--- config.mk ---
export PLATFORM = sky130hd
export DESIGN_NAME = bb3r_outq
export DESIGN_NICKNAME = d
export VERILOG_FILES = /design/src/rtl/bb3r_pkg.sv /design/src/rtl/bb3r_outq.sv
export SDC_FILE = /design/constraint.sdc
export NUM_CORES = 1
export LEC_CHECK = 0
export ABC_CLOCK_PERIOD_IN_PS = 8200
export BUFFER_PORTS_ARGS = -buffer_cell sky130_fd_sc_hd__buf_2
export CORE_ASPECT_RATIO = 0.7
export CORE_UTILIZATION = 40
export CTS_CLUSTER_SIZE = 24
export DETAILED_ROUTE_END_ITERATION = 6
export PLACE_DENSITY = 0.64
export SYNTH_ARGS = -nofsm -noshare
export SYNTH_HDL_FRONTEND = slang
export SYNTH_SLANG_ARGS = --single-unit
--- constraint.sdc ---
create_clock -name clk -period 8.2 [get_ports clk]
set_input_delay 1.64 -clock clk [delete_from_list [all_inputs] [get_ports clk]]
set_output_delay 1.64 -clock clk [all_outputs]
set_load 0.05 [all_outputs]
--- src/rtl/bb3r_pkg.sv ---
// Types, constants and helpers for the 3x3 reflecting box blur.
package bb3r_pkg;

    localparam int MAX_WIDTH_DEF = 1024;

    localparam int PIX_W     = 8;
    localparam int ROW_W     = 12;
    localparam int OUT_COL_W = 10;
    localparam int SUM_W     = 12;

    localparam int CFG_W_W    = 11;
    localparam int CFG_H_W    = 13;
    localparam int CFG_DATA_W = 13;
    localparam int CFG_IDX_W  = 2;

    localparam logic [CFG_W_W-1:0] WIDTH_RESET  = CFG_W_W'(1024);
    localparam logic [CFG_H_W-1:0] HEIGHT_RESET = CFG_H_W'(4096);
    localparam logic [CFG_H_W-1:0] HEIGHT_MAX   = CFG_H_W'(4096);

    // ceil(2^16 / 9); exact floor division for sums up to 9 * 255
    localparam logic [12:0] RECIP9 = 13'd7282;

    localparam int MAX_RES = 4;
    localparam int NRES_W  = 3;

    typedef enum logic [CFG_IDX_W-1:0] {
        REG_IMAGE_WIDTH  = CFG_IDX_W'(0),
        REG_IMAGE_HEIGHT = CFG_IDX_W'(1)
    } cfg_reg_t;

    typedef struct packed {
        logic [PIX_W-1:0]     blurred;
        logic [ROW_W-1:0]     out_row;
        logic [OUT_COL_W-1:0] out_col;
        logic                 run_end;
        logic                 image_end;
    } res_t;

    // Position flags of an item, worked out when it is accepted
    typedef struct packed {
        logic c_ge1;
        logic c_is1;
        logic last_col;
        logic r_ge1;
        logic r_is1;
        logic last_row;
    } pos_t;

    function automatic logic [PIX_W-1:0] div9(input logic [SUM_W-1:0] s);
        logic [24:0] prod;
        prod = 25'(s) * 25'(RECIP9);
        return prod[23:16];
    endfunction

endpackage

--- src/rtl/bb3r_outq.sv ---
// Shifting result queue; takes up to four results at once, hands out one per cycle while the output is ready.
module bb3r_outq import bb3r_pkg::*; (
    input  logic              clk,
    input  logic              rst_n,
    input  logic              load,
    input  logic [NRES_W-1:0] n,
    input  res_t              in_res [MAX_RES],
    input  logic              pop,
    output res_t              head,
    output logic              head_valid,
    output logic              can_load
);

    localparam int QD = MAX_RES + 1;

    res_t              q_reg  [QD];
    res_t              q_next [QD];
    logic [NRES_W-1:0] cnt_reg, cnt_next;
    logic [NRES_W-1:0] base;
    logic [NRES_W-1:0] off;

    always_comb
    begin
        base = cnt_reg - NRES_W'(pop);
        off  = '0;
        for (int i = 0; i < QD; i++)
        begin
            if (pop && i + 1 < QD)
            begin
                q_next[i] = q_reg[i + 1];
            end
            else
            begin
                q_next[i] = q_reg[i];
            end
            off = NRES_W'(i) - base;
            if (load && NRES_W'(i) >= base && off < n)
            begin
                q_next[i] = in_res[off[1:0]];
            end
        end
        cnt_next = cnt_reg - NRES_W'(pop) + (load ? n : NRES_W'(0));
    end

    always_ff @(posedge clk)
    begin
        for (int i = 0; i < QD; i++)
        begin
            q_reg[i] <= q_next[i];
        end
    end

    always_ff @(posedge clk or negedge rst_n)
    begin
        if (!rst_n)
        begin
            cnt_reg <= '0;
        end
        else
        begin
            cnt_reg <= cnt_next;
        end
    end

    assign head       = q_reg[0];
    assign head_valid = (cnt_reg != '0);
    assign can_load   = (cnt_reg <= NRES_W'(1));

endmodule

# Word-level counts from Yosys, hierarchy flattened
# Memories as Yosys holds them, arrays and structs flattened.
# Index checks and enable logic that the tools add are counted.
[classes]
n_addsub = 7
magnitude_cmp = 16
mux = 25
bitwise_logic = 5
reduce_logical = 11
[op_table]
columns = ["operator", "n"]
rows = [
  ["$mux W32", 19],
  ["$bmux W32 S2", 5],
  ["$ge A3 B3 Y1 const B", 5],
  ["$lt A3 B3 Y1", 5],
  ["$not A2 Y3", 5],
  ["$logic_and A1 B1 Y1", 10],
  ["$ge A1 B3 Y1 const A", 2],
  ["$ge A2 B3 Y1 const A", 2],
  ["$sub A1 B3 Y3 const A", 2],
  ["$sub A2 B3 Y3 const A", 2],
  ["$add A3 B3 Y3", 1],
  ["$ge A3 B3 Y1 const A", 1],
  ["$le A3 B1 Y1 const B", 1],
  ["$mux W3", 1],
  ["$reduce_bool A3 Y1", 1],
  ["$sub A3 B1 Y3", 1],
  ["$sub A3 B3 Y3 const A", 1],
]
[totals]
register_bits = 3
mem_bits_rw = 160
input_bits = 135
out_inout_bits = 34
mem_count = 1
[memory_table]
columns = ["memory", "words", "width", "read_ports", "rd_ports_with_merged_regs", "write_ports", "line", "source"]
rows = [
  ["q_reg", 5, 32, 5, 0, 5, "bb3r_outq.sv:16", "res_t q_reg [QD];"],
]

# Longest topological paths before layout
# Gate-level depths: netlist of the first run.
[depth]
ltp_word = 7
ltp_mapped = 14
ltp_nobuf = 10

# Worst setup path before layout of the first run
# Ideal clock, no wire load.
[synth_path]
path_type = "input -> register"
start = "input pop"
end = "memory q_reg[4][0] in the netlist's numbering (enable)"
setup_ns = 0.594
t_arrival_ns = 8.899
t_required_ns = 7.606
setup_slack_ns = -1.293
path_stages = 10
path_buffers = 2
cell_sequence = "ha_1 -> ha_1 -> inv_1 -> ha_1 -> buf_2 -> buf_1 -> inv_1 -> ha_1 -> a21o_1 -> a2111oi_0"
[synth_lines]
columns = ["element", "line", "source"]
rows = [
  ["start, declared", "bb3r_outq.sv:8", "input logic pop,"],
  ["end, declared", "bb3r_outq.sv:16", ""],
]

==> results of run 1 <==
[power by group]
group	leakage, nW	internal, mW	switching (mW)
clock	0.262	0.395	0.335
sequential	1.59	1.63	0.139
combinational	2.47	1.62	1.78
[layout make-up]
type                            instances  area share
Tap cell                              325      0.0346
Timing Repair Buffer                  174      0.0754
Inverter                               15     0.00479
Clock inverter                         15      0.0111
Sequential cell                       163       0.415
Clock buffer                           17      0.0362
Multi-Input combinational cell        303       0.423
[metrics by stage]
step	util	cell area (um2)	power (mW)
after floorplan	-	10100	4.43
after global placement	0.454	11200	5.11
after detailed placement	0.454	11200	5.21
after CTS	0.476	11800	5.97
after global routing	0.476	11800	6.25
final	0.476	11800	5.90
[cell usage after synthesis, drive strengths merged]
cell,instances,share of area
a21oi,1,0.00050
clkbuf,10,0.0037
and2,3,0.0019
nor2,1,0.00037
mux4,128,0.29
nand2b,3,0.0026
a22o,1,0.00087
edfxtp,160,0.48
a21o,3,0.0022
xor2,1,0.00087
nand2,5,0.0021
nor3,1,0.00050
or2,2,0.0012
a2111o,2,0.0022
ha,16,0.020
fa,1,0.0020
dfrtp,3,0.0074
mux2,128,0.15
a2111oi,2,0.0036
a211oi,2,0.0020
buf,33,0.020
xnor2,3,0.0045
inv,15,0.0056
[worst max-delay path, cell delays in order]
cell and delay [ns]:
buf_2 0.13, ha_4 0.17, ha_4 0.91, inv_1 0.34, ha_4 0.38, inv_1 0.04, ha_1 0.27, a21o_1 0.18
a2111o_2 0.84, nand2b_2 0.86
[placed cells by master, fill, tap and decap left out, types with 2 or more instances in the layout]
cell	netlist	routed
mux4_2	128	128
edfxtp_1	160	160
and2_1	3	3
ha_1	16	13
mux2_1	65	65
mux2_4	29	29
clkinv_1	0	2
nand2_1	4	4
xnor2_1	2	2
buf_4	0	6
a21o_1	3	3
buf_2	22	168
ha_4	0	3
a2111o_2	0	2
inv_8	0	2
inv_6	0	2
or2_2	0	2
inv_1	15	15
clkbuf_16	0	17
clkinvlp_4	0	3
dfrtp_1	3	3
clkinv_4	0	5
nand2b_2	0	2
mux2_2	34	34
[worst paths after layout]
| check | endpoint | slack [ns] | cells after the start |
|---|---|---|---|
| max reg2reg | q_reg[0][21] | 3.38 | 10 |
| max in group asynchronous | cnt_reg[2] | 7.08 | 1 |
| min | q_reg[1][24] | 0.53 | 1 |
| max | q_reg[0][21] | 2.41 | 10 |
| min in group asynchronous | cnt_reg[1] | 1.01 | 1 |
| min reg2reg | q_reg[1][24] | 0.53 | 1 |
[layer usage]
| metal | global-route usage | wire [um] | vias up |
|---|---|---|---|
| met5 | 0 | 0 | - |
| met4 | 0.0445 | 144 | 0 |
| met3 | 0.0366 | 1730 | 10 |
| met2 | 0.274 | 10600 | 279 |
| met1 | 0.279 | 10600 | 3134 |
| li1 | - | - | 2547 |
[logic make-up (layout without fill, tap and decap cells)]
family          count (synthesis)  after routing  synth area share
buf+inv                        58            221            0.0295
flops                         163            163             0.484
mux                           256            256             0.439
xor+xnor                        4              4           0.00533
simple gates                   15             15           0.00868
compound gates                 11             11            0.0114
fa+ha+maj                      17             17            0.0218
==> flow_metrics.env, run 1 <==
export IMPL_cp_arrival_ns=5.82
export IMPL_core_area_mm2=0.0247
export IMPL_max_cap_violations=0
export IMPL_min_path_type="reg -> reg"
export IMPL_grt_max_degree=72
export IMPL_antenna_found_initial=0
export IMPL_start_kind="primary input"
export IMPL_grt_pass1_vias=5936
export IMPL_start_util=0.409
export IMPL_drt_iter0_markers=455
export IMPL_setup_tns_ns=0
export IMPL_cts_tree="yes"
export IMPL_setup_ws_ns=2.41
export IMPL_fp_dieArea_mm2=0.0259
export IMPL_clk_path_buf_depth=2
export IMPL_syn_inst=524
export IMPL_htree_num_levels=4
export IMPL_critPathMaxFanout=71
export IMPL_syn_nets=676
export IMPL_diodes=0
export IMPL_fp_dieW_um=192
export IMPL_post_route_period_util=0.707
export IMPL_ys_types=32
export IMPL_die_y_um=135
export IMPL_synthesis_area_mm2=0.0101
export IMPL_powerDensity_mw_per_mm2=502
export IMPL_seqCellArea_mm2=0.00488
export IMPL_cts_hold_buffers_added=0
export IMPL_wirelength_mm=23.1
export IMPL_cts_resized=0
export IMPL_hpwl_mm=15.6
export IMPL_yosys_warnings=0
export IMPL_p_leak_nw=4.32
export IMPL_post_drt_via_cell_ratio=5.90
export IMPL_overflow=0
export IMPL_fmax_ghz=0.173
export IMPL_period_minus_slack_ns=5.79
export IMPL_timing_hold_ws_ns=0.531
export IMPL_hp_start="q_reg[2][24]"
export IMPL_rsz0062_at_grt="false"
export IMPL_avgRoutedWirePerCell_um=22.8
export IMPL_dr_pass1_iters=5
export IMPL_end_kind="flip-flop"
export IMPL_postCtsSetupRepairBufs=0
export IMPL_grt_pass1_wl_mm=35.2
export IMPL_clock_skew_ns=0.0103
export IMPL_io_buffers=168
export IMPL_fill_cells=2094
export IMPL_relSlewSlack=0.248
export IMPL_worstSkewPairLatency_ns=0.41
export IMPL_cts_root_buf="clkbuf_16"
export IMPL_placed_cells=980
export IMPL_syn_to_final_growth_pct=16.5
export IMPL_drive_gt1_frac=0.597
export IMPL_multi_input_area_mm2=0.00497
export IMPL_finalSetupViolCount=0
export IMPL_nNetsFinal=826
export IMPL_ys_ff_latch=163
export IMPL_ant_nets=0
export IMPL_rows=48
export IMPL_clkSlewWorstSetupHoldPaths_ns=0.06
export IMPL_crit_type="in -> reg"
export IMPL_largest_reg_flops=160
export IMPL_avgSynthCellArea_um2=19.3
export IMPL_worst_pin_slew_ns=1.13
export IMPL_vdd_drop_max_v=0.000323
export IMPL_yosysSeqAreaShare=0.484
export IMPL_hold_viol=0
export IMPL_grtUsageTotal=0.185
export IMPL_place_congestion=0.758
export IMPL_required_ns=8.23
export IMPL_vias=5970
export IMPL_drv_slew=0
export IMPL_r2r_start="cnt_reg[0]"
export IMPL_clock_sinks=163
export IMPL_io_pins=169
export IMPL_crit_start="pop"
export IMPL_numCtsBuffers=17
export IMPL_pre_cts_slack_ns=1.94
export IMPL_outcome="complete, no violations"
export IMPL_drc=0
export IMPL_fin_cells=1012
Note: power is estimated with default switching activity, not from simulation.
==> inputs of run 2 (changes only) <==
ABC_AREA = 1   (was default)
ABC_CLOCK_PERIOD_IN_PS = 5650   (was 8200)
PLACE_DENSITY = 0.62   (was 0.64)
clock period = 5.65 ns   (was 8.2 ns; I/O delays follow)
==> run 2 against run 1 <==
The flow now finishes with violations (DRC). Clock skew down 0.0013 ns. Critical endpoint is now q_reg[1][19]. Count of clock-buffer cells in the layout up 1. Worst hold slack got worse by 0.040 ns. Cell count is 93% higher. Worst setup slack got worse by 1.1 ns. Largest cell class unchanged. Global-route usage increased by 5.0 points. Sequential cell count did not move.
==> flow_metrics.env, run 2 <==
export IMPL_multi_input_area_mm2=0.00499
export IMPL_ys_flop_type="edfxtp_1"
export IMPL_largest_reg_flops=160
export IMPL_period_minus_slack_ns=4.36
export IMPL_clkSlewWorstSetupHoldPaths_ns=0.07
export IMPL_ys_ff_latch=163
export IMPL_ant_nets=0
export IMPL_syn_nets=1657
export IMPL_synth_top_area_frac=0.463
export IMPL_fmax_ghz=0.229
export IMPL_nNetsFinal=1771
export IMPL_crit_type="in -> reg"
export IMPL_layout_common_cells="1079 x nand2_1, 168 x buf_2, 160 x edfxtp_1, 99 x nand3_1, 19 x inv_1"
export IMPL_numCtsBuffers=17
export IMPL_synthesis_area_mm2=0.0104
export IMPL_rows=48
export IMPL_pre_cts_slack_ns=0.827
export IMPL_cts_resized=0
export IMPL_start_kind="primary input"
export IMPL_syn_inst=1505
export IMPL_yosysSeqAreaShare=0.470
export IMPL_diodes=0
export IMPL_die_y_um=137
export IMPL_core_area_mm2=0.0250
export IMPL_io_buffers=168
export IMPL_required_ns=5.62
export IMPL_postCtsSetupRepairBufs=0
export IMPL_synth_most_common_cell="nand2_1"
export IMPL_synthTopCellsByArea="edfxtp_1 46%, nand2_1 39%, nand3_1 4.8%"
export IMPL_seqCellArea_mm2=0.00488
export IMPL_critPathMaxFanout=70
export IMPL_htree_num_levels=4
export IMPL_cts_hold_buffers_added=0
export IMPL_drt_iter0_markers=960
export IMPL_avgSynthCellArea_um2=6.90
export IMPL_path_cells="buf_2 > ha_4 > ha_2 > buf_4 > ha_1 > inv_1 > ha_1 > nand2_1 > o21ai_1 > inv_2 > nand2_2 > buf_4 > nand2_2"
export IMPL_outcome="complete, but fails checks"
export IMPL_drc=36
export IMPL_antenna_found_initial=0
export IMPL_min_path_type="in -> async"
export IMPL_fin_cells=1956
export IMPL_synth_edff_count=160
export IMPL_yosys_warnings=0
export IMPL_clock_skew_ns=0.00898
export IMPL_grt_max_degree=81
export IMPL_fp_dieW_um=195
export IMPL_placed_cells=1925
export IMPL_worstSkewPairLatency_ns=0.43
export IMPL_hpwl_mm=20.2
export IMPL_max_stage_delay_ns=0.63
export IMPL_synth_commonest_cells="1083 x nand2_1, 160 x edfxtp_1, 99 x nand3_1"
export IMPL_cts_tree="yes"
export IMPL_fill_cells=2484
export IMPL_critPathSlowestCell="buf_4"
export IMPL_fp_dieArea_mm2=0.0266
export IMPL_place_congestion=0.793
export IMPL_setup_ws_ns=1.29
export IMPL_syn_to_final_growth_pct=14.7
export IMPL_vias=9798
export IMPL_cp_arrival_ns=4.34
export IMPL_wirelength_mm=30.7
export IMPL_failed_checks="DRC"
export IMPL_grt_pass1_vias=8950
export IMPL_grtUsageTotal=0.234
export IMPL_clock_sinks=163
export IMPL_max_cap_violations=0
export IMPL_dr_pass1_iters=7
export IMPL_io_pins=169
export IMPL_avgRoutedWirePerCell_um=15.7
export IMPL_start_util=0.415
export IMPL_post_drt_via_cell_ratio=5.01
export IMPL_grt_pass1_wl_mm=47.6
export IMPL_synth_top_area_cell="edfxtp_1"
export IMPL_worst_pin_slew_ns=1.08
export IMPL_relSlewSlack=0.278
export IMPL_drv_slew=0
export IMPL_drive_gt1_frac=0.150
export IMPL_finalSetupViolCount=0
export IMPL_post_route_period_util=0.772
export IMPL_setup_tns_ns=0
export IMPL_clk_path_buf_depth=2
export IMPL_end_kind="flip-flop"
export IMPL_overflow=0
export IMPL_cts_root_buf="clkbuf_16"
export IMPL_r2r_slack_ns=1.69
export IMPL_ys_types=24
export IMPL_async_flop_share=0.0184
export IMPL_rsz0062_at_grt="false"
export IMPL_final_common_cell="nand2_1"
export IMPL_hold_viol=0
## run 2: path summary, 6_finish.rpt
check	start	end	cells past startpoint
max	pop	q_reg[1][19]	13
min	rst_n	cnt_reg[2]	1
max reg2reg	cnt_reg[0]	q_reg[1][19]	13
min reg2reg	q_reg[3][4]	q_reg[2][4]	2
max in group asynchronous	rst_n	cnt_reg[0]	1
min in group clk	q_reg[3][4]	q_reg[2][4]	2
## run 2: per-layer routing
layer	track usage	vias up	wire [um]
met5	0	-	0
met4	0.0489	0	236
met3	0.0375	19	1980
met2	0.381	315	13700
met1	0.331	4527	14800
li1	-	4937	-
## run 2: layout make-up
class | count | share of cell area
multi-input cells | 1223 | 0.419
flip-flops and latches | 163 | 0.410
repair buffers | 185 | 0.0813
clock buffers | 18 | 0.0360
well taps | 325 | 0.0341
clock inverters | 13 | 0.0107
inverters | 29 | 0.00935
## run 2: logic make-up (layout without fill, tap and decap cells)
group / after synthesis / count (layout) / share of synthesized area
buf+inv: 119 / 245 / 0.0548
fa+ha+maj: 17 / 17 / 0.0212
xor+xnor: 3 / 3 / 0.00253
simple gates: 1197 / 1197 / 0.448
compound gates: 6 / 6 / 0.00349
flops: 163 / 163 / 0.470
## run 2: worst max-delay path: cells and delay by family
| kind | cells | cell delay, ns |
|---|---|---|
| AOI/OAI and AO/OA | 1 | 0.27 |
| and+or+nand+nor | 3 | 0.70 |
| buffers and inverters | 5 | 1.20 |
| adders and majority gates | 4 | 1.01 |
## run 2: metrics by stage
stage          hold WS (ns)  area, um2  utilization
6_report              0.491      11900        0.476
4_1_cts               0.480      11900        0.476
2_1_floorplan         0.487      10400            -
3_5_place_dp          0.494      11400        0.453
3_3_place_gp          0.491      11400        0.453
5_1_grt               0.479      11900        0.476
Power of run 2 is left out: the tool's default activity adds up to more than one toggle a clock period on the data nets, which glitch-free logic cannot reach.
