===== src/rtl/bb3r_pkg.sv =====
// Types, constants and helpers for the 3x3 reflecting box blur.
package bb3r_pkg;

    localparam int MAX_WIDTH_DEF = 1024;

    localparam int PIX_W     = 8;
    localparam int ROW_W     = 12;
    localparam int OUT_COL_W = 10;
    localparam int SUM_W     = 12;

    localparam int CFG_W_W    = 11;
    localparam int CFG_H_W    = 13;
    localparam int CFG_DATA_W = 13;
    localparam int CFG_IDX_W  = 2;

    localparam logic [CFG_W_W-1:0] WIDTH_RESET  = CFG_W_W'(1024);
    localparam logic [CFG_H_W-1:0] HEIGHT_RESET = CFG_H_W'(4096);
    localparam logic [CFG_H_W-1:0] HEIGHT_MAX   = CFG_H_W'(4096);

    // ceil(2^16 / 9); exact floor division for sums up to 9 * 255
    localparam logic [12:0] RECIP9 = 13'd7282;

    localparam int MAX_RES = 4;
    localparam int NRES_W  = 3;

    typedef enum logic [CFG_IDX_W-1:0] {
        REG_IMAGE_WIDTH  = CFG_IDX_W'(0),
        REG_IMAGE_HEIGHT = CFG_IDX_W'(1)
    } cfg_reg_t;

    typedef struct packed {
        logic [PIX_W-1:0]     blurred;
        logic [ROW_W-1:0]     out_row;
        logic [OUT_COL_W-1:0] out_col;
        logic                 run_end;
        logic                 image_end;
    } res_t;

    // Position flags of an item, worked out when it is accepted
    typedef struct packed {
        logic c_ge1;
        logic c_is1;
        logic last_col;
        logic r_ge1;
        logic r_is1;
        logic last_row;
    } pos_t;

    function automatic logic [PIX_W-1:0] div9(input logic [SUM_W-1:0] s);
        logic [24:0] prod;
        prod = 25'(s) * 25'(RECIP9);
        return prod[23:16];
    endfunction

endpackage


===== src/rtl/bb3r_window.sv =====
// Column window registers, nine-pixel sums, divide by nine and result packing.
module bb3r_window import bb3r_pkg::*; #(
    parameter int COL_AW = 10
) (
    input  logic              clk,
    input  logic              rst_n,
    input  logic              go,
    input  logic [PIX_W-1:0]  pixel,
    input  logic [COL_AW-1:0] col,
    input  logic [ROW_W-1:0]  row,
    input  pos_t              pos,
    input  logic [PIX_W-1:0]  older,
    input  logic [PIX_W-1:0]  newer,
    output res_t              res [MAX_RES],
    output logic [NRES_W-1:0] n
);

    localparam int CS_W = 10;

    logic [PIX_W-1:0] wc_reg [6];

    logic [PIX_W-1:0]  top, mid, bot;
    logic [CS_W-1:0]   cur_up, cur_dn, prv_up, prv_dn, lft_up, lft_dn;
    logic [SUM_W-1:0]  s0, s1, s2, s3;
    logic [ROW_W-1:0]  row_up;
    logic [COL_AW-1:0] col_l;
    logic              emit_any;
    res_t              k0, k1, k2, k3;

    always_comb
    begin
        // row 1 mirrors row -1 onto row 1, i.e. the incoming pixel
        top = pos.r_is1 ? pixel : older;
        mid = newer;
        bot = pixel;

        cur_up = CS_W'(top) + CS_W'(mid) + CS_W'(bot);
        cur_dn = (CS_W'(mid) << 1) + CS_W'(bot);
        prv_up = CS_W'(wc_reg[0]) + CS_W'(wc_reg[1]) + CS_W'(wc_reg[2]);
        prv_dn = (CS_W'(wc_reg[1]) << 1) + CS_W'(wc_reg[2]);
        if (pos.c_is1)
        begin
            lft_up = cur_up;
            lft_dn = cur_dn;
        end
        else
        begin
            lft_up = CS_W'(wc_reg[3]) + CS_W'(wc_reg[4]) + CS_W'(wc_reg[5]);
            lft_dn = (CS_W'(wc_reg[4]) << 1) + CS_W'(wc_reg[5]);
        end

        s0 = SUM_W'(lft_up) + SUM_W'(prv_up) + SUM_W'(cur_up);
        s1 = (SUM_W'(prv_up) << 1) + SUM_W'(cur_up);
        s2 = SUM_W'(lft_dn) + SUM_W'(prv_dn) + SUM_W'(cur_dn);
        s3 = (SUM_W'(prv_dn) << 1) + SUM_W'(cur_dn);

        row_up = row - ROW_W'(1);
        col_l  = col - COL_AW'(1);

        k0 = '{div9(s0), row_up, OUT_COL_W'(col_l), 1'b0, 1'b0};
        k1 = '{div9(s1), row_up, OUT_COL_W'(col),   1'b0, 1'b0};
        k2 = '{div9(s2), row,    OUT_COL_W'(col_l), 1'b0, 1'b0};
        k3 = '{div9(s3), row,    OUT_COL_W'(col),   1'b0, 1'b1};

        emit_any = pos.r_ge1 && pos.c_ge1;
        if (emit_any)
        begin
            n = NRES_W'(1) + NRES_W'(pos.last_col) + NRES_W'(pos.last_row)
                + NRES_W'(pos.last_col && pos.last_row);
        end
        else
        begin
            n = '0;
        end

        // packed order: upper row first, then lower row on the final row
        res[0] = k0;
        res[1] = pos.last_col ? k1 : k2;
        res[2] = k2;
        res[3] = k3;
        for (int i = 0; i < MAX_RES; i++)
        begin
            if (n != '0 && NRES_W'(i) == n - NRES_W'(1))
            begin
                res[i].run_end = 1'b1;
            end
        end
    end

    always_ff @(posedge clk or negedge rst_n)
    begin
        if (!rst_n)
        begin
            for (int i = 0; i < 6; i++)
            begin
                wc_reg[i] <= '0;
            end
        end
        else if (go)
        begin
            wc_reg[3] <= wc_reg[0];
            wc_reg[4] <= wc_reg[1];
            wc_reg[5] <= wc_reg[2];
            wc_reg[0] <= top;
            wc_reg[1] <= mid;
            wc_reg[2] <= bot;
        end
    end

endmodule


===== config.mk =====
export PLATFORM = sky130hd
export DESIGN_NAME = bb3r_window
export DESIGN_NICKNAME = d
export VERILOG_FILES = /design/src/rtl/bb3r_pkg.sv /design/src/rtl/bb3r_window.sv
export SDC_FILE = /design/constraint.sdc
export NUM_CORES = 1
export LEC_CHECK = 0
export BUFFER_PORTS_ARGS = -buffer_cell sky130_fd_sc_hd__buf_2
export CAP_MARGIN = 20
export CORE_MARGIN = 8
export CORE_UTILIZATION = 45
export CTS_BUF_LIST = sky130_fd_sc_hd__clkbuf_8
export CTS_CLUSTER_SIZE = 10
export DETAILED_ROUTE_END_ITERATION = 6
export PLACE_DENSITY_LB_ADDON = 0.1
export SYNTH_ARGS = -nofsm -noshare
export SYNTH_HDL_FRONTEND = slang
export SYNTH_SLANG_ARGS = --single-unit

===== constraint.sdc =====
create_clock -name clk -period 11.15 [get_ports clk]
set_input_delay 1.115 -clock clk [delete_from_list [all_inputs] [get_ports clk]]
set_output_delay 1.115 -clock clk [all_outputs]
set_load 0.005 [all_outputs]

# After elaboration in Yosys (flattened, before gate mapping)
# Index checks and enable logic that the tools add are counted.
# word_totals
register_bits,48
in_bits,55
# classes
n_reduce_logical,8
multipliers,4
n_mux,9
eq_ne,3
add_sub_neg,21
# op_table
operator,n
$mul A12 B12 Y23 const B,4
$add A9 B8 Y10,6
$add A11 B10 Y12,4
$mux W32,1
$add A8 B8 Y9,3
$add A10 B10 Y11,2
$mux W10,2
$sub A12 B1 Y12 const B,1
$sub A10 B1 Y10 const B,1
$mux W8,1
$eq A2 B3 Y1 const A,2
$logic_and A1 B1 Y1,6
$mux W1,4
$add A2 B1 Y3,1
$add A3 B1 Y3,1
$eq A1 B3 Y1 const A,1
$logic_not A3 Y1,1
$mux W3,1
$reduce_bool A3 Y1,1
$sub A3 B1 Y3 const B,1
$add A1 B1 Y2 const A,1

# Depth between registers and ports, before layout
# Gate-level depths: netlist of run 1.
# logic_depth
ltp_word,8
depth_mapped,40
ltp_nobuf,39

# Worst setup path after synthesis of run 1
# Ideal clock, no wire load.
# synth_path
path_type,input port to output port
start,input pos[1] (netlist bit)
end,output res[126] (netlist bit)
arrival_ns,9.339
cell_stages,34
slack_ns,0.696
path_buffers,1
required_time_ns,10.035
path_cell_list,clkbuf_1 mux2_2 fa_1 inv_1 fa_1 nand2_1 o21ai_0 fa_1 inv_1 fa_1 a21o_1 a21oi_1 o21bai_1 a21oi_1 o21bai_1 a21oi_1 xnor2_1 fa_1 ha_1 inv_1 fa_1 inv_1 fa_1 inv_1 fa_1 inv_1 ha_1 nand4_1 o21ai_0 o31ai_4 a31oi_4 a211o_1 a21oi_1 xnor2_1
# synth_lines
element,line,text
from (decl),bb3r_window.sv:11,"input pos_t pos,"
to (decl),bb3r_window.sv:14,"output res_t res [MAX_RES],"

==> results.toml, run 1 <==
[status]
run_status = "completed"

[worst_hold_path]
hold_path_class = "flip-flop to flip-flop"

[cts]
cts.sink_count = 48
cts_made_buffers = 5
ctsHtreeMaxLevel = 2
clock-root-buffer = "sky130_fd_sc_hd__clkbuf_8"
clk_pin_slew_ns = 0.10
tritoncts_clock_tree = "built"
max-clock-path-buffers = 2
cts.hold.buffers_added = 0
insertion_delay_ns = 0.31

[synth]
synthArstFlopShare = 1.00
postSynthCellCount = 1669
ys_ff_latch = 48
post_synthesis_sequential_area_ratio = 0.0781
syn-mean-instance-area_um2 = 9.22
synth-edff-count = 0
yosysUniqueCellTypes = 75
netlist_area_um2 = 15400
yosys_warnings = 0
ys_dominant_reg_cell = "sky130_fd_sc_hd__dfrtp_1"

[setup_path]
cp_data_required_time_ns = 10.04
critical_path_max_stage_delay_ns = 0.57
cp-end-kind = "primary output"
setup.worst_path.class = "primary input to primary output"
critical_path_peak_fanout = 8
cpMostUsedCell = "sky130_fd_sc_hd__inv_1"
crit_arrival_ns = 9.49
worstSetupStartpointType = "primary input"
critical-path-slowest-cell = "sky130_fd_sc_hd__fa_1"

[floorplanning]
die_width_um = 201
coreArea_um2 = 33600
die_h_um = 201
std_cell_rows = 67
boundary_pin_count = 186
initial_core_util = 0.458
die_area_um2 = 40400

[sta]
report.final.hold_viol_count = 0
layout_min_cycle_time_ns = 10.61
grt_setup_unrepaired = "yes"
worstMarginPinSlew_ns = 0.688
tns_ns = 0
max_clock_freq_mhz = 94.3
post-route-period-util = 0.951
timing.hold.ws_ns = 0.539
fin_skew_ns = 0.00696
timing.final.max_slew_violations = 0
setup-violations-final = 0
slew_headroom = 0.541

[place]
quantity_of_i_o_buffers_inserted_on_ports = 181
placed_cells_incl_taps = 2243
hpwl_um = 33100
gp_congestion = 0.900

[global_routing]
vias_in_the_first_global_route = 11785
grt_antenna_before_repair = 2
grt_util_all_layers = 0.177
grt-ovfl-total = 0
grt_max_degree = 60
wire_length_of_the_first_global_routing_pass_um = 60000

[finish]
final_common_cell = "sky130_fd_sc_hd__inv_1"
largest_reg_flops = 48
area_delta_synth_final_pct = 8.21
finish.net_count = 2370
most_frequent_cells_in_the_layout = "sky130_fd_sc_hd__inv_1 (417), sky130_fd_sc_hd__ha_1 (342), sky130_fd_sc_hd__buf_2 (180)"
final_layout_size_suffix_gt1_frac = 0.162
final_cells = 2253

[route]
drt-initial-drc-count = 382
postRouteWirelength_um = 35900
detailedRoute.firstPassIterationCount = 4
wire_per_inst_um = 15.9
post_drt_via_cell_ratio = 4.87
post-route-drc-count = 0
drtAntennaViolNets = 0
vias = 10972

[run]
timing.max_cap.violations = 0
-- stage by stage --
stage | utilization | area, um2 | setup slack, ns
2_1_floorplan | - | 15400 | 0.696
3_3_place_gp | 0.491 | 16500 | 0.364
3_5_place_dp | 0.491 | 16500 | 0.187
4_1_cts | 0.494 | 16600 | 0.185
6_report | 0.495 | 16700 | 0.544
5_1_grt | 0.495 | 16700 | -0.0104
-- logic make-up after synthesis --
family          share of synthesized area
buf+inv                             0.129
xor+xnor                           0.0847
fa+ha+maj                           0.499
mux                                0.0420
simple gates                       0.0665
flops                              0.0781
compound gates                     0.0999
other cells                      0.000488
-- Yosys cell counts, drive strengths merged (6+ instances only) --
master | instances | area (um2)
nand2 | 54 | 205
xor2 | 44 | 385
o21bai | 34 | 255
a211oi | 6 | 65.1
nor2 | 45 | 174
a21o | 22 | 165
inv | 417 | 1570
nor3 | 21 | 131
nand4 | 10 | 62.6
dfrtp | 48 | 1200
ha | 342 | 4280
fa | 170 | 3400
a21oi | 82 | 414
nor2b | 11 | 68.8
buf | 55 | 387
and3 | 6 | 37.5
nand3 | 9 | 50.1
xnor2 | 104 | 918
nand2b | 7 | 43.8
mux2i | 8 | 80.1
o21ai | 47 | 239
mux2 | 50 | 567
or3 | 10 | 92.6
clkbuf | 9 | 33.8
-- worst paths after layout --
path                            slack, ns                   start  cells after the start                     end
worst max register to register      10.26  wc_reg[39]$_DFFE_PN0P_                      1  wc_reg[39]$_DFFE_PN0P_
worst min register to register       0.54  wc_reg[18]$_DFFE_PN0P_                      1  wc_reg[18]$_DFFE_PN0P_
worst max-delay path                 0.54                  pos[1]                     35                 res[94]
max in group asynchronous            9.82                   rst_n                      2  wc_reg[47]$_DFFE_PN0P_
min in group asynchronous            0.91                   rst_n                      2  wc_reg[27]$_DFFE_PN0P_
worst min-delay path                 0.54  wc_reg[18]$_DFFE_PN0P_                      1  wc_reg[18]$_DFFE_PN0P_
-- layout make-up --
type | instances | area [um2]
antenna | 1 | 2.50
tap | 448 | 561
inverter | 417 | 1570
sequential | 48 | 1200
clock inverter | 3 | 38.8
fill | 3299 | 17000
multi-input combinational | 1142 | 12200
clock buffer | 5 | 68.8
timing repair buffer | 189 | 968
-- what timing repair did --
item,4_1_cts,5_1_grt
resized for setup,0,9
endpoints found under the setup margin,0,12
buffers inserted,0,1
-- per-layer routing --
layer  track usage  part of all wire  up-vias  wire length, um
met4        0.0244             0.014        2              485
li1              -                 -     5575                -
met3        0.0257             0.047       27             1690
met2         0.307              0.46      219            16600
met5             0           0.00025        -                9
met1         0.237              0.48     5149            17100
-- critical path, delay by kind of cell --
kind | cells | cell delay, ns
AO/OA/AOI/OAI | 10 | 2.15
buffers and inverters | 8 | 0.64
multiplexers | 2 | 0.64
XOR/XNOR | 3 | 0.57
adder cells (fa/ha/maj) | 9 | 3.98
AND/OR/NAND/NOR | 3 | 0.37
Power of run 1 is left out: the tool's default activity adds up to more than one toggle a clock period on the data nets, which glitch-free logic cannot reach.
==> run 2: changes to the inputs <==
Settings changed: CELL_PAD_IN_SITES_DETAIL_PLACEMENT set to 1, CELL_PAD_IN_SITES_GLOBAL_PLACEMENT set to 2, CORE_UTILIZATION 45 to 39, GPL_TIMING_DRIVEN set to 0.
==> results.toml, run 2 (synthesized netlist as in run 1, its figures left out) <==
[sta]
report.final.hold_viol_count = 0
max_clock_freq_mhz = 93.5
slew_headroom = 0.452
worstMarginPinSlew_ns = 0.821
setup-violations-final = 0
fin_skew_ns = 0.0102
timing.final.max_slew_violations = 0
post-route-period-util = 0.960
layout_min_cycle_time_ns = 10.70

[setup_path]
critical-path-top-delay-family = "adder cells"
critical_path_max_stage_delay_ns = 0.54
cpMostUsedCell = "sky130_fd_sc_hd__inv_1"
crit_arrival_ns = 9.58
cp_data_required_time_ns = 10.04
crit_path_start = "pos[1]"
critical-path-slowest-cell = "sky130_fd_sc_hd__fa_1"
regToRegStartpoint = "wc_reg[24]$_DFFE_PN0P_"
crit_buf_inv = 11
critical_path_peak_fanout = 8
setup.worst_path.class = "primary input to primary output"
worstSetupStartpointType = "primary input"
cp-end-kind = "primary output"

[floorplanning]
initial_core_util = 0.396
coreArea_um2 = 38800
boundary_pin_count = 186
die_h_um = 215
die_width_um = 215
die_area_um2 = 46100
std_cell_rows = 72

[global_routing]
grt_antenna_before_repair = 0
grt_util_all_layers = 0.175
grt-ovfl-total = 0
vias_in_the_first_global_route = 12598
grt_max_degree = 38
wire_length_of_the_first_global_routing_pass_um = 66300

[route]
post_drt_via_cell_ratio = 4.80
postRouteWirelength_um = 40300
drt-initial-drc-count = 246
vias = 11418
drtAntennaViolNets = 0
post-route-drc-count = 0
detailedRoute.firstPassIterationCount = 5
wire_per_inst_um = 16.9

[finish]
area_delta_synth_final_pct = 12.3
finish.net_count = 2429
antennaDiodeCount = 0
final_layout_size_suffix_gt1_frac = 0.192
most_frequent_cells_in_the_layout = "sky130_fd_sc_hd__inv_1 (417), sky130_fd_sc_hd__ha_1 (339), sky130_fd_sc_hd__buf_2 (176)"
final_common_cell = "sky130_fd_sc_hd__inv_1"
filler_cell_count = 4560
final_cell_area_um2 = 17300
largest_reg_flops = 48

[worst_hold_path]
worstHoldStart = "wc_reg[41]$_DFFE_PN0P_"
hold_path_class = "flip-flop to flip-flop"

[cts]
cts.sink_count = 48
insertion_delay_ns = 0.32
clock-root-buffer = "sky130_fd_sc_hd__clkbuf_8"
clk_pin_slew_ns = 0.09
max-clock-path-buffers = 2
tritoncts_clock_tree = "built"
cts.hold.buffers_added = 0
ctsHtreeMaxLevel = 2
cts_made_buffers = 5

[status]
run_status = "completed"

[place]
quantity_of_i_o_buffers_inserted_on_ports = 177
gp_congestion = 0.827
dpl-instance-area_um2 = 17000
hpwl_um = 37800

[run]
timing.max_cap.violations = 0
-- run 2: cell types whose count changed in the layout (fill, tap and decap cells not counted), moves of 5 or more --
cell	delta
sky130_fd_sc_hd__buf_4	+46
sky130_fd_sc_hd__buf_1	+7
sky130_fd_sc_hd__a21oi_2	+7
sky130_fd_sc_hd__xnor2_2	+5
sky130_fd_sc_hd__a21oi_1	-7
sky130_fd_sc_hd__xnor2_1	-6
sky130_fd_sc_hd__clkbuf_1	+8
-- run 2: final cells by class --
type,instances,area (um2),share of cell area
clock buffer,6,82.6,0.00478
sequential,48,1200,0.0695
inverter,417,1570,0.0906
multi-input combinational,1142,12400,0.717
buffer,64,428,0.0248
timing repair buffer,184,953,0.0552
tap,518,648,0.0375
clock inverter,2,11.3,0.000652
-- run 2: what timing repair did --
item	CTS	global route
gates cloned	0	0
resized for setup	11	28
setup buffers	4	2
pin swaps	3	6
setup endpoints to repair	16	15
-- run 2: routing by layer --
layer / wire (um) / vias to the layer above / share of wire / track usage
met5: 0 / - / 0 / 0
met4: 284 / 0 / 0.0070 / 0.0146
met3: 924 / 17 / 0.023 / 0.0150
met2: 19300 / 159 / 0.48 / 0.306
met1: 19800 / 5563 / 0.49 / 0.240
li1: - / 5679 / - / -
-- run 2: path summary, 6_finish.rpt --
check | slack [ns] | to | cells past startpoint
setup / recovery | 0.45 | res[126] | 39
hold / removal | 0.51 | wc_reg[17]$_DFFE_PN0P_ | 2
setup reg to reg | 10.17 | wc_reg[24]$_DFFE_PN0P_ | 1
hold reg to reg | 0.51 | wc_reg[17]$_DFFE_PN0P_ | 2
max in group asynchronous | 9.97 | wc_reg[31]$_DFFE_PN0P_ | 2
min in group asynchronous | 0.67 | wc_reg[43]$_DFFE_PN0P_ | 1
-- run 2: metrics by stage --
stage	utilization	setup TNS [ns]	hold WS [ns]	setup WS, ns	std cells
3_3_place_gp	0.436	-5.33	0.495	-0.611	2366
2_1_floorplan	-	0	0.472	0.696	1671
3_5_place_dp	0.437	-6.98	0.500	-0.750	2367
5_1_grt	0.445	-0.0181	0.549	-0.0181	2381
6_report	0.445	0	0.515	0.450	2381
4_1_cts	0.441	0	0.520	0.0350	2379
Power of run 2 is left out for the same reason.
